--- src/hdl/haptic_pull_force_unit_macros.svh ---
// -----------------------------------------------------------------------------
// Haptic pull force unit assertion macros
// Concurrent checks on the unit clock and reset; they compile away for synthesis.
// -----------------------------------------------------------------------------
`ifndef HAPTIC_PULL_FORCE_UNIT_MACROS_SVH
`define HAPTIC_PULL_FORCE_UNIT_MACROS_SVH
`ifndef SYNTHESIS
// A condition that must hold at every clock edge out of reset.
`define HPF_ASSERT(lbl, cond) \
  lbl: assert property (@(posedge clk_i) disable iff (!rst_ni) (cond)) \
    else $error("haptic pull force unit: check failed");
// An implication checked in the same cycle.
`define HPF_ASSERT_IMP(lbl, ante, cons) \
  lbl: assert property (@(posedge clk_i) disable iff (!rst_ni) (ante) |-> (cons)) \
    else $error("haptic pull force unit: implication failed");
`else
`define HPF_ASSERT(lbl, cond)
`define HPF_ASSERT_IMP(lbl, ante, cons)
`endif
`endif

--- src/hdl/hpf_pkg.sv ---
// -----------------------------------------------------------------------------
// Haptic pull force package
// Widths, register indexes, reset values and shared types of the unit.
// -----------------------------------------------------------------------------
package hpf_pkg;

  localparam int POS_BITS      = 24;
  localparam int FORCE_BITS    = 16;
  localparam int ROT_FRAC_BITS = 14;
  localparam int ROT_BITS      = 16;
  localparam int ROW_BITS      = 3 * ROT_BITS;

  // Difference vector, its squares and the squared length.
  localparam int VEC_BITS = POS_BITS + 1;
  localparam int SQR_BITS = 2 * VEC_BITS;
  localparam int D2_BITS  = SQR_BITS + 2;

  localparam int DIST_BITS    = 23;
  localparam int STR_BITS     = 20;
  localparam int LIM_BITS     = 15;
  localparam int CFG_BITS     = POS_BITS;
  localparam int CFG_IDX_BITS = 3;

  localparam int QUEUE_DEPTH = 4;
  localparam int QCNT_BITS   = $clog2(QUEUE_DEPTH + 1);
  localparam int QPTR_BITS   = $clog2(QUEUE_DEPTH);

  localparam int MAX_RST = 80000;
  localparam int MIN_RST = 1000;
  localparam int STR_RST = 50000;
  localparam int LIM_RST = 3000;

  // Saturation bounds of an output component.
  localparam logic signed [FORCE_BITS-1:0] F_MAX = {1'b0, {(FORCE_BITS-1){1'b1}}};
  localparam logic signed [FORCE_BITS-1:0] F_MIN = {1'b1, {(FORCE_BITS-2){1'b0}}, 1'b1};

  typedef enum logic [CFG_IDX_BITS-1:0] {
    CFG_CENTER_X  = 3'd0,
    CFG_CENTER_Y  = 3'd1,
    CFG_CENTER_Z  = 3'd2,
    CFG_MAX_DIST  = 3'd3,
    CFG_MIN_DIST  = 3'd4,
    CFG_STRENGTH  = 3'd5,
    CFG_LIMIT     = 3'd6
  } cfg_idx_e;

  typedef struct packed {
    logic signed [POS_BITS-1:0] center_x;
    logic signed [POS_BITS-1:0] center_y;
    logic signed [POS_BITS-1:0] center_z;
    logic [DIST_BITS-1:0]       max_dist;
    logic [DIST_BITS-1:0]       min_dist;
    logic [STR_BITS-1:0]        strength;
    logic [LIM_BITS-1:0]        limit;
  } cfg_t;

  localparam cfg_t CFG_RST = '{
    center_x: '0,
    center_y: '0,
    center_z: '0,
    max_dist: DIST_BITS'(MAX_RST),
    min_dist: DIST_BITS'(MIN_RST),
    strength: STR_BITS'(STR_RST),
    limit:    LIM_BITS'(LIM_RST)
  };

  // One classified tick as it travels from the front to the back.
  typedef struct packed {
    logic signed [VEC_BITS-1:0]   vx;
    logic signed [VEC_BITS-1:0]   vy;
    logic signed [VEC_BITS-1:0]   vz;
    logic [ROW_BITS-1:0]          row0;
    logic [ROW_BITS-1:0]          row1;
    logic [ROW_BITS-1:0]          row2;
    logic signed [FORCE_BITS-1:0] cx;
    logic signed [FORCE_BITS-1:0] cy;
    logic signed [FORCE_BITS-1:0] cz;
    logic                         in_field;
    logic [D2_BITS-1:0]           d2;
  } item_t;

endpackage

--- src/hdl/hpf_queue.sv ---
// -----------------------------------------------------------------------------
// Haptic pull force queue
// Short first-in first-out buffer between the front end and the back end.
// -----------------------------------------------------------------------------
module hpf_queue (
  input  logic                          clk_i,
  input  logic                          rst_ni,
  input  logic                          push_i,
  input  hpf_pkg::item_t                item_i,
  input  logic                          pop_i,
  output logic                          valid_o,
  output hpf_pkg::item_t                item_o,
  output logic [hpf_pkg::QCNT_BITS-1:0] cnt_o
);
  import hpf_pkg::*;

  item_t                mem_q [QUEUE_DEPTH];
  logic [QPTR_BITS-1:0] wr_q, rd_q;
  logic [QCNT_BITS-1:0] cnt_q;
  logic                 do_pop;

  assign do_pop  = pop_i && (cnt_q != '0);
  assign valid_o = (cnt_q != '0);
  assign item_o  = mem_q[rd_q];
  assign cnt_o   = cnt_q;

  // Pointers and fill count.
  always_ff @(posedge clk_i or negedge rst_ni) begin
    if (!rst_ni) begin
      wr_q  <= '0;
      rd_q  <= '0;
      cnt_q <= '0;
    end else begin
      if (push_i) begin
        wr_q <= wr_q + QPTR_BITS'(1);
      end
      if (do_pop) begin
        rd_q <= rd_q + QPTR_BITS'(1);
      end
      cnt_q <= cnt_q + QCNT_BITS'(push_i) - QCNT_BITS'(do_pop);
    end
  end

  // Entry storage.
  always_ff @(posedge clk_i) begin
    if (push_i) begin
      mem_q[wr_q] <= item_i;
    end
  end

endmodule

--- config.mk ---
export PLATFORM = sky130hd
export DESIGN_NAME = hpf_queue
export DESIGN_NICKNAME = d
export VERILOG_FILES = /design/src/hdl/haptic_pull_force_unit_macros.svh /design/src/hdl/hpf_pkg.sv /design/src/hdl/hpf_queue.sv
export SDC_FILE = /design/constraint.sdc
export NUM_CORES = 1
export LEC_CHECK = 0
export ABC_CLOCK_PERIOD_IN_PS = 8650
export BUFFER_PORTS_ARGS = -buffer_cell sky130_fd_sc_hd__buf_4
export CAP_MARGIN = 5
export CORE_MARGIN = 3
export CORE_UTILIZATION = 33
export CTS_CLUSTER_SIZE = 8
export DETAILED_ROUTE_END_ITERATION = 16
export HOLD_SLACK_MARGIN = 0.15
export SYNTH_ARGS = -nofsm -noshare
export SYNTH_HDL_FRONTEND = slang
export SYNTH_SLANG_ARGS = --single-unit
--- constraint.sdc ---
create_clock -name clk_i -period 8.65 [get_ports clk_i]
set_input_delay 0.865 -clock clk_i [delete_from_list [all_inputs] [get_ports clk_i]]
set_output_delay 0.865 -clock clk_i [all_outputs]
set_load 0.02 [all_outputs]
# After elaboration in Yosys (flattened, before gate mapping)
# Memory sizes are Yosys's and may differ from the RTL's.
# Index checks and enable logic that the tools add are counted.
# totals
register_bits	7
ram_bits	1280
in_bits	324
output_inout_bits	324
memories	1
# mem_list
name	depth	width	rd	rd_clocked_by_memory_dff	write_ports	line	rtl
mem_q	4	320	1	0	1	hpf_queue.sv:17	item_t mem_q [QUEUE_DEPTH];
# op_classes
add_sub_neg	4
mux	2
reduce_logical	2
# op_table
cell	count
$add A2 B1 Y2 const B	2
$add A3 B1 Y3	1
$reduce_bool A3 Y1	1
$sub A3 B1 Y3	1
$mux W1	2
$logic_and A1 B1 Y1	1

# Longest topological paths before layout
# depth
word_depth	3
depth_mapped	7
ltp_nobuf	7

# Least setup slack after synthesis
# Ideal clock, no wire load.
# synth_path
kind	input to register
start	input port push_i
end	memory mem_q[0][0] (netlist bit) (enable)
setup_time_ns	0.721
arrival_time_ns	8.077
path_slack_ns	-0.149
cell_stages	1
path_cell_list	and2_1
# synth_between
elab_chain_cells	2
# synth_rtl
item	line	rtl
from (decl)	hpf_queue.sv:8	input logic push_i,
$mux W1	hpf_queue.sv:46	if (push_i) begin
$mux W1 (not written as such)	hpf_queue.sv:47	mem_q[wr_q] <= item_i;
to (decl)	hpf_queue.sv:17	
# No other way between the ends.

==> impl_metrics.ini <==
[outcome]
status = finished clean

[clocking]
clkSlewWorstSetupHoldPaths_ns = 0.05
clkLatencyLatePin_ns = 0.75
cts_max_path_buffers = 3
cts_setup_buffers = 0
htree_num_levels = 4
cts_sinks = 1287
root_buffer = clkbuf_16
numCtsBuffers = 179
tritoncts = yes

[yosys]
syn_inst = 1706
yosys_warnings = 0
ys_dominant_reg_cell = edfxtp_1
async_flop_share = 0.00544
synth_cell_types = 18
synth_edf_count = 1280
synth_most_common_cell = edfxtp_1
synth_area_per_cell_um2 = 27.3
synth_area_um2 = 46600
synth-seq-cells = 1287
yosysTopAreaCell = edfxtp_1
synth_seq_area_share = 0.829
synth_area_leaders = edfxtp_1 (82%), mux4_2 (15%), buf_6 (0.77%)
synth_commonest_cells = edfxtp_1 (1,280), mux4_2 (320), buf_2 (32), buf_6 (32), dfrtp_1 (7)
syn_nets = 2037
yosysTopAreaCellShare = 0.825

[worst_setup_path]
r2r_cells = 5
worstPathRequired_ns = 7.79
critPathCaptureType = primary output
rrSetupSlack_ns = 5.39
worstPathMaxFanout = 110
cp.arrival_ns = 3.76
r2r_start = wr_q[0]$_DFFE_PN0P_
path_class = flip-flop to primary output
startpoint_type = flip-flop
r2r_end = mem_q[2][189]$_DFFE_PP_

[sta]
maxSlewViolCount = 0
clock_skew_ns = 0.0206
max_slew_margin = 0.237
worst_pin_slew_ns = 1.14
setup_violations = 0
rsz0062_at_grt = no
max_freq_mhz = 216
min_period_over_period = 0.534
min_period_ns = 4.62
totalNegativeSetupSlack_ns = 0
worst_slack_ns = 4.03
finalHoldViolCount = 0

[drt]
post-route-drc-count = 0
drt_iter0_markers = 1335
ant_nets = 0
vias = 20800
drtPass1Iterations = 5
totalWireLength_um = 104000
vias_per_cell = 4.74
wl_per_cell_um = 23.6

[min_path]
hold_depth = 1
hold_class = primary input to flip-flop
min_to = mem_q[2][274]$_DFFE_PP_
min_from = item_i[274]

[floorplanning]
pin_count = 648
initial_core_util = 0.333
core_um2 = 140000
rows = 137
die_y_um = 382
die-area_um2 = 146000
die_w_um = 382

[power]
p_leak_nw = 19.6
p_total_mw = 21.5
power_density_nw_per_um2 = 369
ir_worst_vdd_uv = 209

[global_route]
antenna_found_initial = 14
grt_max_degree = 131
grt_pass1_wl_um = 154000
gr-total-overflow = 0
grt.total_usage = 0.142
grt_pass1_vias = 23000

[placed_design]
hpwl_um = 65200
port_buffers = 647
dp_cells = 4178
pre_cts_ws_ns = 4.69
routabilityCongestion = 0.779
place_area_um2 = 53600

[final_layout]
finalInstanceArea_um2 = 58400
area_growth_syn_to_layout_pct = 25.4
final_nets = 2815
drive_gt1_frac = 0.474
stdcell_count = 4395

[flow_run]
drv_cap = 0
## worst max-delay path by stage
stage | depth (start not counted) | from | to
floorplan | 1 | push_i | mem_q[1][0]$_DFFE_PP_
finish | 4 | rd_q[1]$_DFFE_PN0P_ | item_o[34]
detailed placement | 4 | rd_q[1]$_DFFE_PN0P_ | item_o[34]
CTS | 4 | rd_q[1]$_DFFE_PN0P_ | item_o[35]
global placement | 4 | rd_q[1]$_DFFE_PN0P_ | item_o[48]
global route | 4 | rd_q[0]$_DFFE_PN0P_ | item_o[199]
## cells in the final DEF, fill, tap and decap left out, types with 3 or more instances in the layout
cell          n
diode_2       8
clkinv_8      4
xnor2_1       3
clkbuf_16   181
and2_4        4
dfrtp_1       5
buf_4       656
inv_6         4
buf_12       12
inv_1         6
mux4_2      320
ha_1          6
clkinv_16     3
clkbuf_1     12
edfxtp_1   1280
## report_power, final
| part | leakage, nW | internal, mW | switching (mW) |
|---|---|---|---|
| Sequential | 11.8 | 8.18 | 0.355 |
| Clock | 2.36 | 3.72 | 2.40 |
| Combinational | 5.42 | 2.96 | 3.92 |
| Total | 19.6 | 14.9 | 6.67 |
## stage by stage
stage                     hold slack [ns]   util
after floorplan                     0.494      -
after global placement              0.510  0.383
after detailed placement            0.536  0.383
after CTS                           0.207  0.418
after global routing                0.233  0.418
final                               0.302  0.418
## routing by layer
layer	routed length, µm	vias to the layer above	track usage
met4	2410	12	0.0435
met5	77	-	0
met1	39400	10900	0.169
met2	50900	777	0.229
met3	11000	187	0.0652
li1	-	8954	-
## critical path, cell delays in order (launching register included)
cell     delay (ns)
dfrtp_4        1.07
buf_12         0.43
buf_4          0.67
mux4_2         0.43
buf_4          0.18
## state kept, by name (all words and copies together), names as in the netlist
name	flops
mem_q	1280
rd_q	2
cnt_o	3
wr_q	2
## logic make-up after synthesis
family          synth area share
xor+xnor                0.000940
buf+inv                   0.0125
fa+ha+maj                0.00204
compound gates          0.000483
simple gates            0.000752
mux                        0.155
flops                      0.829
## cell type report
cell class | count | area (µm²)
Antenna cell | 8 | 20.0
Fill cell | 12100 | 81400
Clock buffer | 193 | 4570
Tap cell | 1876 | 2350
Clock inverter | 15 | 265
Timing Repair Buffer | 669 | 5170
Multi-Input combinational cell | 341 | 7410
Sequential cell | 1287 | 38600
Inverter | 6 | 22.5
## repair_timing
action / CTS / global route
hold buffers: 1 / 0
endpoints found under the hold margin: 7 / 0
resized for setup: 0 / 0
Power figures use the tool's default switching activity.
